==> src/hw/rtl/dqts_pkg.sv <==
// Shared types, codes and defaults for the delta-list task timer queue.
`timescale 1ns / 1ps

package dqts_pkg;

  // Default sizing
  localparam int DEF_MAX_TASKS  = 8;
  localparam int DEF_DELAY_BITS = 16;

  // Stream field widths
  localparam int ID_W    = 8;
  localparam int ARG_W   = 16;
  localparam int QCNT_W  = 4;
  localparam int S_DATA_W = 40;
  localparam int M_DATA_W = 16;

  // Requested operation, carried on s_tuser
  typedef enum logic [1:0] {
    ACT_ADD      = 2'd0,
    ACT_TICK     = 2'd1,
    ACT_DISPATCH = 2'd2
  } action_t;

  // Result status
  typedef enum logic [1:0] {
    ERR_NONE  = 2'd0,
    ERR_FULL  = 2'd1,
    ERR_EMPTY = 2'd2
  } err_t;

  // Sequencer states
  typedef enum logic [3:0] {
    ST_IDLE,
    ST_TICK,
    ST_SEARCH,
    ST_SHIFT_UP,
    ST_PLACE,
    ST_POP_HEAD,
    ST_POP_SHIFT,
    ST_REINS,
    ST_FINISH
  } state_t;

endpackage

==> src/hw/rtl/delta_queue_task_scheduler.sv <==
// Delta-list task timer queue with a one-read, one-write entry memory and a small sequencer.
`timescale 1ns / 1ps
//
// Usage:
//   Commands enter on the s_ group; s_tuser selects add, tick or dispatch and s_tdata
//   carries task id, delay and period for an add. Each command gives exactly one result
//   on the m_ group: dispatch flag, task id, status code and the task count after it.
//   One command is worked on at a time; s_tready is high only while the sequencer idles.
//   Steps from accept to result valid (N = tasks held):
//     tick: one head read, then one update.
//     add: the search compares entries, the entries behind the slot move up, then placement.
//     dispatch: head read, N - 1 entries moved down, reload check; a reload
//     adds the search, moves and placement of an add.
//     full-queue add, empty or ignored tick, idle dispatch, unused code: straight to the result.
//   The walk is bound by the entry memory: one read and one write per cycle, so the
//   search and the moves walk the queue one entry a cycle.
//   The result sits in an output register; if the receiver stalls, it waits there and
//   the next finished command holds the sequencer in its last state until the slot frees.
//   Reset (rst, synchronous) empties the queue and clears the due flag; the entry memory
//   itself is not cleared, since only entries below the count are ever used.
//
module delta_queue_task_scheduler #(
  parameter int MAX_TASKS  = dqts_pkg::DEF_MAX_TASKS,
  parameter int DELAY_BITS = dqts_pkg::DEF_DELAY_BITS
) (
  input  logic                          clk,
  input  logic                          rst,
  // s_tuser: action[1:0]
  // s_tdata: new_task_id[7:0], new_delay[23:8], new_period[39:24]
  input  logic                          s_tvalid,
  output logic                          s_tready,
  input  logic [1:0]                    s_tuser,
  input  logic [dqts_pkg::S_DATA_W-1:0] s_tdata,
  // m_tuser: run_valid
  // m_tdata: run_task_id[7:0], status[9:8], queue_count[13:10], zero[15:14]
  output logic                          m_tvalid,
  input  logic                          m_tready,
  output logic                          m_tuser,
  output logic [dqts_pkg::M_DATA_W-1:0] m_tdata
);
  import dqts_pkg::*;

  localparam int IDX_W = $clog2(MAX_TASKS);
  localparam int CNT_W = $clog2(MAX_TASKS + 1);
  localparam int DB    = DELAY_BITS;

  // Entry memory
  logic [ID_W-1:0] mem_id     [MAX_TASKS];
  logic [DB-1:0]   mem_delta  [MAX_TASKS];
  logic [DB-1:0]   mem_period [MAX_TASKS];

  logic [IDX_W-1:0] rd_addr;
  logic [ID_W-1:0]  rd_id;
  logic [DB-1:0]    rd_delta;
  logic [DB-1:0]    rd_period;
  logic             wr_en;
  logic [IDX_W-1:0] wr_addr;
  logic [ID_W-1:0]  wr_id;
  logic [DB-1:0]    wr_delta;
  logic [DB-1:0]    wr_period;

  // Control and working registers
  state_t           state, state_next;
  logic [CNT_W-1:0] count;
  logic             head_due;
  logic [IDX_W-1:0] idx;
  logic [IDX_W-1:0] k;
  logic [DB-1:0]    cum;
  logic [DB-1:0]    nd;
  logic [ID_W-1:0]  new_id;
  logic [DB-1:0]    new_delay;
  logic [DB-1:0]    new_period;
  logic             res_valid;
  logic [ID_W-1:0]  res_id;
  err_t             res_err;

  action_t          act;
  logic [DB:0]      sum;
  logic             less;
  logic [DB-1:0]    nd_calc;
  logic             out_free;

  assign act      = action_t'(s_tuser);
  assign s_tready = (state == ST_IDLE);
  assign out_free = !m_tvalid || m_tready;

  // Shared adder and compare for the search walk
  assign sum     = {1'b0, cum} + {1'b0, rd_delta};
  assign less    = sum < {1'b0, new_delay};
  assign nd_calc = new_delay - cum;

  // Memory: one write and one registered read per cycle
  always_ff @(posedge clk) begin
    if (wr_en) begin
      mem_id[wr_addr]     <= wr_id;
      mem_delta[wr_addr]  <= wr_delta;
      mem_period[wr_addr] <= wr_period;
    end
    rd_id     <= mem_id[rd_addr];
    rd_delta  <= mem_delta[rd_addr];
    rd_period <= mem_period[rd_addr];
  end

  // Next state
  always_comb begin
    state_next = state;
    unique case (state)
      ST_IDLE: begin
        if (s_tvalid) begin
          unique case (act)
            ACT_ADD: begin
              if (count == CNT_W'(MAX_TASKS)) state_next = ST_FINISH;
              else if (CNT_W'(head_due) == count) state_next = ST_PLACE;
              else state_next = ST_SEARCH;
            end
            ACT_TICK: begin
              if (count == '0 || head_due) state_next = ST_FINISH;
              else state_next = ST_TICK;
            end
            ACT_DISPATCH: begin
              if (head_due) state_next = ST_POP_HEAD;
              else state_next = ST_FINISH;
            end
            default: state_next = ST_FINISH;
          endcase
        end
      end
      ST_TICK: state_next = ST_FINISH;
      ST_SEARCH: begin
        if (less) begin
          if (CNT_W'(idx) + CNT_W'(1) == count) state_next = ST_PLACE;
        end else begin
          state_next = ST_SHIFT_UP;
        end
      end
      ST_SHIFT_UP: begin
        if (k - IDX_W'(1) == idx) state_next = ST_PLACE;
      end
      ST_PLACE: state_next = ST_FINISH;
      ST_POP_HEAD: begin
        if (count == CNT_W'(1)) state_next = ST_REINS;
        else state_next = ST_POP_SHIFT;
      end
      ST_POP_SHIFT: begin
        if (CNT_W'(k) + CNT_W'(1) == count) state_next = ST_REINS;
      end
      ST_REINS: begin
        if (new_period == '0) state_next = ST_FINISH;
        else if (count == '0) state_next = ST_PLACE;
        else state_next = ST_SEARCH;
      end
      ST_FINISH: begin
        if (out_free) state_next = ST_IDLE;
      end
      default: state_next = ST_IDLE;
    endcase
  end

  // Memory addressing and write data per state
  always_comb begin
    rd_addr   = '0;
    wr_en     = 1'b0;
    wr_addr   = idx;
    wr_id     = rd_id;
    wr_delta  = rd_delta;
    wr_period = rd_period;
    unique case (state)
      ST_IDLE: begin
        // add behind a due head starts its walk at entry one
        if (act == ACT_ADD && head_due) rd_addr = IDX_W'(1);
      end
      ST_TICK: begin
        if (rd_delta != '0) begin
          wr_en    = 1'b1;
          wr_addr  = '0;
          wr_delta = rd_delta - DB'(1);
        end
      end
      ST_SEARCH: begin
        if (less) rd_addr = idx + IDX_W'(1);
        else rd_addr = IDX_W'(count - CNT_W'(1));
      end
      ST_SHIFT_UP: begin
        wr_en   = 1'b1;
        wr_addr = k;
        // successor of the new entry loses the new delta
        if (k - IDX_W'(1) == idx) wr_delta = rd_delta - nd;
        rd_addr = k - IDX_W'(2);
      end
      ST_PLACE: begin
        wr_en     = 1'b1;
        wr_addr   = idx;
        wr_id     = new_id;
        wr_delta  = nd_calc;
        wr_period = new_period;
      end
      ST_POP_HEAD: rd_addr = IDX_W'(1);
      ST_POP_SHIFT: begin
        wr_en   = 1'b1;
        wr_addr = k;
        rd_addr = k + IDX_W'(2);
      end
      ST_REINS: rd_addr = '0;
      ST_FINISH: rd_addr = '0;
      default: rd_addr = '0;
    endcase
  end

  // State, queue bookkeeping and result register
  always_ff @(posedge clk) begin
    if (rst) begin
      state    <= ST_IDLE;
      count    <= '0;
      head_due <= 1'b0;
      m_tvalid <= 1'b0;
    end else begin
      state <= state_next;
      // result slot: loaded on finish, freed once taken
      if (state == ST_FINISH && out_free) m_tvalid <= 1'b1;
      else if (m_tvalid && m_tready) m_tvalid <= 1'b0;
      unique case (state)
        ST_IDLE: begin
          if (s_tvalid) begin
            new_id     <= s_tdata[7:0];
            new_delay  <= DB'(s_tdata[23:8]);
            new_period <= DB'(s_tdata[39:24]);
            cum        <= '0;
            idx        <= (act == ACT_ADD && head_due) ? IDX_W'(1) : '0;
            res_valid  <= 1'b0;
            res_id     <= '0;
            res_err    <= ERR_NONE;
            if (act == ACT_ADD && count == CNT_W'(MAX_TASKS)) res_err <= ERR_FULL;
            if (act == ACT_TICK && count == '0) res_err <= ERR_EMPTY;
          end
        end
        ST_TICK: begin
          if (rd_delta == '0) head_due <= 1'b1;
        end
        ST_SEARCH: begin
          if (less) begin
            cum <= sum[DB-1:0];
            idx <= idx + IDX_W'(1);
          end else begin
            nd <= nd_calc;
            k  <= IDX_W'(count);
          end
        end
        ST_SHIFT_UP: k <= k - IDX_W'(1);
        ST_PLACE: count <= count + CNT_W'(1);
        ST_POP_HEAD: begin
          res_valid  <= 1'b1;
          res_id     <= rd_id;
          new_id     <= rd_id;
          new_delay  <= rd_period;
          new_period <= rd_period;
          head_due   <= 1'b0;
          count      <= count - CNT_W'(1);
          k          <= '0;
        end
        ST_POP_SHIFT: k <= k + IDX_W'(1);
        ST_REINS: begin
          cum <= '0;
          idx <= '0;
        end
        ST_FINISH: begin
          if (out_free) begin
            m_tuser  <= res_valid;
            m_tdata  <= {2'b00, QCNT_W'(count), res_err, res_id};
          end
        end
        default: ;
      endcase
    end
  end

`ifndef NO_ASSERTIONS
  // Queue never holds more than its capacity
  a_count_max: assert property (@(posedge clk) disable iff (rst)
    count <= CNT_W'(MAX_TASKS))
    else $error("task count above capacity");

  // A due head implies a nonempty queue
  a_due_nonempty: assert property (@(posedge clk) disable iff (rst)
    head_due |-> count != '0)
    else $error("head due on empty queue");

  // Search walk stays within the held entries
  a_search_range: assert property (@(posedge clk) disable iff (rst)
    state == ST_SEARCH |-> CNT_W'(idx) < count)
    else $error("search beyond held entries");

  // Memory is left alone while idle or waiting on the receiver
  a_no_idle_write: assert property (@(posedge clk) disable iff (rst)
    (state == ST_IDLE || state == ST_FINISH) |-> !wr_en)
    else $error("entry write outside a command");

  // A dispatched task never carries an error
  a_run_no_err: assert property (@(posedge clk) disable iff (rst)
    (m_tvalid && m_tuser) |-> m_tdata[9:8] == ERR_NONE)
    else $error("dispatch result with error code");
`endif

endmodule
==> config.mk <==
export PLATFORM = sky130hd
export DESIGN_NAME = delta_queue_task_scheduler
export DESIGN_NICKNAME = d
export VERILOG_FILES = /design/src/hw/rtl/dqts_pkg.sv /design/src/hw/rtl/delta_queue_task_scheduler.sv
export SDC_FILE = /design/constraint.sdc
export NUM_CORES = 1
export LEC_CHECK = 0
export ABC_AREA = 1
export BUFFER_PORTS_ARGS = -buffer_cell sky130_fd_sc_hd__buf_2
export CAP_MARGIN = 15
export CORE_ASPECT_RATIO = 0.75
export CORE_MARGIN = 1
export CORE_UTILIZATION = 45
export DETAILED_ROUTE_END_ITERATION = 12
export GPL_TIMING_DRIVEN = 0
export HOLD_SLACK_MARGIN = 0.02
export SYNTH_ARGS = -nofsm -noshare
export SYNTH_HDL_FRONTEND = slang
export SYNTH_SLANG_ARGS = --single-unit
export TNS_END_PERCENT = 5
==> constraint.sdc <==
create_clock -name clk -period 5.1 [get_ports clk]
set_clock_uncertainty 0.2 [all_clocks]
set_input_delay 1.02 -clock clk [delete_from_list [all_inputs] [get_ports clk]]
set_output_delay 1.02 -clock clk [all_outputs]
set_load 0.02 [all_outputs]
==> key figures <==
Min path
  • Worst hold path class: reg2reg
  • Hold endpoint: m_tdata[4]
  • Hold path cells: 0
  • Min-Delay Startpoint: res_id[4]

Cells and area
  • Nets: 2832
  • Area Overhead vs Synth: 14.0%
  • N_diodes: 0
  • Layout cell share with drive strength beyond 1: 9.33%
  • Final core utilization: 52.2%

Global routing
  • Vias in the first global route: 17224
  • Initial antenna violation count: 4
  • Global-route usage over all layers: 25.8%
  • Total grt overflow: 0
  • First-pass GRT wire length: 104000 um
  • Largest net degree at the start of global routing: 28

Logic synthesis
  • Main area contributors after synthesis: edfxtp_1 (54%), nand2_1 (10%), inv_1 (7.9%), nand3_1 (7.5%), dfxtp_1 (4.2%)
  • Syn Area/Cell: 9.18 um^2
  • Synth Area in Adders: 3.95%
  • Compound-Gate Fraction of Synth Area: 5.01%
  • Largest family of logic cells by synthesized area: simple AND/OR/NAND/NOR gates
  • Yosys cell types: 57
  • Ys flop type: edfxtp_1
  • Cells after Synth: 2579
  • Post-Synth Simple-Gate Area: 21.2%
  • Seq/Total Area, Yosys: 58.0%
  • Async SR Flop Fraction: 0%
  • Post-synth top area cell: edfxtp_1
  • Syn. warnings: 0
  • Synth Area in XOR/XNOR: 1.63%
  • Mapped Area: 23700 um^2
  • Number of synthesized flops with an enable pin: 424
  • Mux cell area share after synthesis: 0%
  • Post-synth top area share: 53.8%
  • #FFs+latches synth: 474

Power
  • P per Cell Area: 736 nW/um^2
  • Leak Pwr: 12.2 nW
  • Peak VDD IR: 0.389 mV
  • Final Power: 0.0199 W

Worst setup path
  • R2R depth: 9
  • Setup crit start kind: register
  • Max FO, Critical Path: 23
  • Worst EP required: 5.18 ns
  • Worst reg2reg setup slack: 0.24 ns
  • Worst path arrival time: 4.94 ns
  • Critical Path Sink Type: register
  • Critical R2R Capture: mem_period[2][1]
  • CP Class: reg2reg
  • Reg-to-Reg Start: state[2]

Clock network
  • Clock transition at path regs: 0.06 ns
  • Hold_buf cts: 0
  • Clock sink total: 474
  • Htree depth: 2
  • TritonCTS clock tree: done
  • Num CTS Buffers: 49
  • Clk_lat worst skew: 0.62 ns
  • Root Buffer: clkbuf_16
  • Deepest clock path buffer count: 3

Floorplan
  • Io pins: 65
  • Die W: 267 um
  • Die area: 53500 um^2
  • CORE AREA: 51700 um^2
  • Row count: 72
  • Initial Util: 45.8%
  • Die extent in y: 201 um

Place
  • Worst slack at placement: -0.404 ns
  • DP HPWL: 48800 um
  • GP Congestion: 0.933
  • Port bufs: 62

Route
  • Total number of vias: 18083
  • Remaining antenna violation count: 0
  • Routed vias/inst: 5.23
  • # DRC: 0
  • Post-Route WL: 68000 um
  • Drt first-iter violations: 2066
  • Drt wl/cell: 19.7 um
  • First-pass iteration count of the detailed router: 5

STA
  • RSZ-0062 raised after global routing: false
  • Slew @ Worst Pin: 1.22 ns
  • Setup ws final: 0.237 ns
  • Final Max Tran Viols: 0
  • Final Hold Viols: 0
  • Post-route setup TNS: 0 ns
  • Worst slew margin: 18.4%
  • Max Clk Rate: 0.206 GHz
  • Minimum clock period: 4.86 ns
  • Tcrit/Tclk final: 95.4%
  • Final count of negative-setup-slack endpoints: 0

Run
  • Max Cap Viol: 0

Outcome
  • Status: completed
-- sequential cells by signal (all words and copies together), names as in the netlist --
signal and cells:
count 4, k 3, mem_delta 128, cum 16, state 4, res_id 8, rd_delta 16, new_id 8
mem_id 64, m_tvalid 1, nd 16, m_tdata 14, rd_period 16, new_period 16, new_delay 16, res_err 2
m_tuser 1, idx 3, res_valid 1, mem_period 128, head_due 1, rd_id 8
-- kinds of logic (layout without fill, tap and decap cells) --
family / Yosys count / after routing
compound gates: 206 / 206
fa+ha+maj: 73 / 73
flops: 474 / 474
simple gates: 1176 / 1176
buf+inv: 605 / 779
xor+xnor: 44 / 44
other cells: 1 / 2
-- critical path, cell delays in order (launching register included) --
cell	delay (ns)
dfxtp_1	0.34
inv_1	0.07
nor2_1	0.22
inv_1	0.12
nor2_1	0.93
clkinv_1	0.92
nand2_1	0.31
nand2_1	0.27
nor2_4	0.85
buf_16	0.26
-- cell usage after synthesis, drive strengths merged, types with 17 or more instances --
master and number:
edfxtp 424, buf 59, dfxtp 50, ha 70
clkbuf 39, nand4 17, nor2 116, xnor2 17
nand2 659, o21ai 82, nand3 358, xor2 27
a21oi 71, inv 505
-- layer usage --
layer  vias to the layer above  wire length [um]  GRT usage, %
met5                         -                 0             0
met4                         0              1300          5.54
met3                        82              5550          3.31
met2                       698             29000          38.2
met1                      8636             32200          40.3
li1                       8667                 -             -
-- metrics by stage --
step	cell area [um^2]	hold WS, ns	std cells
after global routing	27000	0.222	3457
after CTS	27000	0.220	3456
final	27000	0.219	3457
after floorplan	23700	0.200	2580
after detailed placement	25300	0.205	3362
after global placement	24900	0.202	3345
-- power by group --
| part | switching [W] | internal, W | leakage (nW) | total, W |
|---|---|---|---|---|
| registers | 0.000467 | 0.00568 | 4.27 | 0.00614 |
| logic | 0.00698 | 0.00306 | 7.13 | 0.0100 |
| clock network | 0.00157 | 0.00212 | 0.799 | 0.00368 |
-- what timing repair did --
item,CTS,global route
endpoints found under the setup margin,40,40
setup buffers,2,0
resized for setup,1,14
pin swaps,1,1
-- worst max-delay path by stage --
stage | from | to
2_1_floorplan | rst | new_delay[0]
3_3_place_gp | state[2] | mem_delta[2][11]
3_5_place_dp | rd_delta[6] | rd_period[3]
4_1_cts | rd_delta[6] | rd_period[3]
5_1_grt | cum[2] | rd_period[3]
6_report | state[2] | mem_period[2][1]
-- cell usage in the layout, fill, tap and decap left out, drive strengths merged, types with 27 or more instances in the layout --
master / Yosys / layout
inv: 505 / 506
nand3: 358 / 358
nor2: 116 / 116
edfxtp: 424 / 424
xor2: 27 / 27
buf: 59 / 137
ha: 70 / 70
a21oi: 71 / 71
clkbuf: 39 / 110
dfxtp: 50 / 50
nand2: 659 / 659
o21ai: 82 / 82
-- cell type report --
| cell class | instances | area, um^2 |
|---|---|---|
| Clock inverter | 25 | 304 |
| Buffer | 98 | 509 |
| Clock buffer | 67 | 1340 |
| Tap cell | 703 | 880 |
| Multi-Input combinational cell | 1501 | 7640 |
| Fill cell | 4769 | 24700 |
| Timing Repair Buffer | 82 | 663 |
| Sequential cell | 474 | 13700 |
| Inverter | 507 | 1910 |
(Power assumes the default switching activity.)
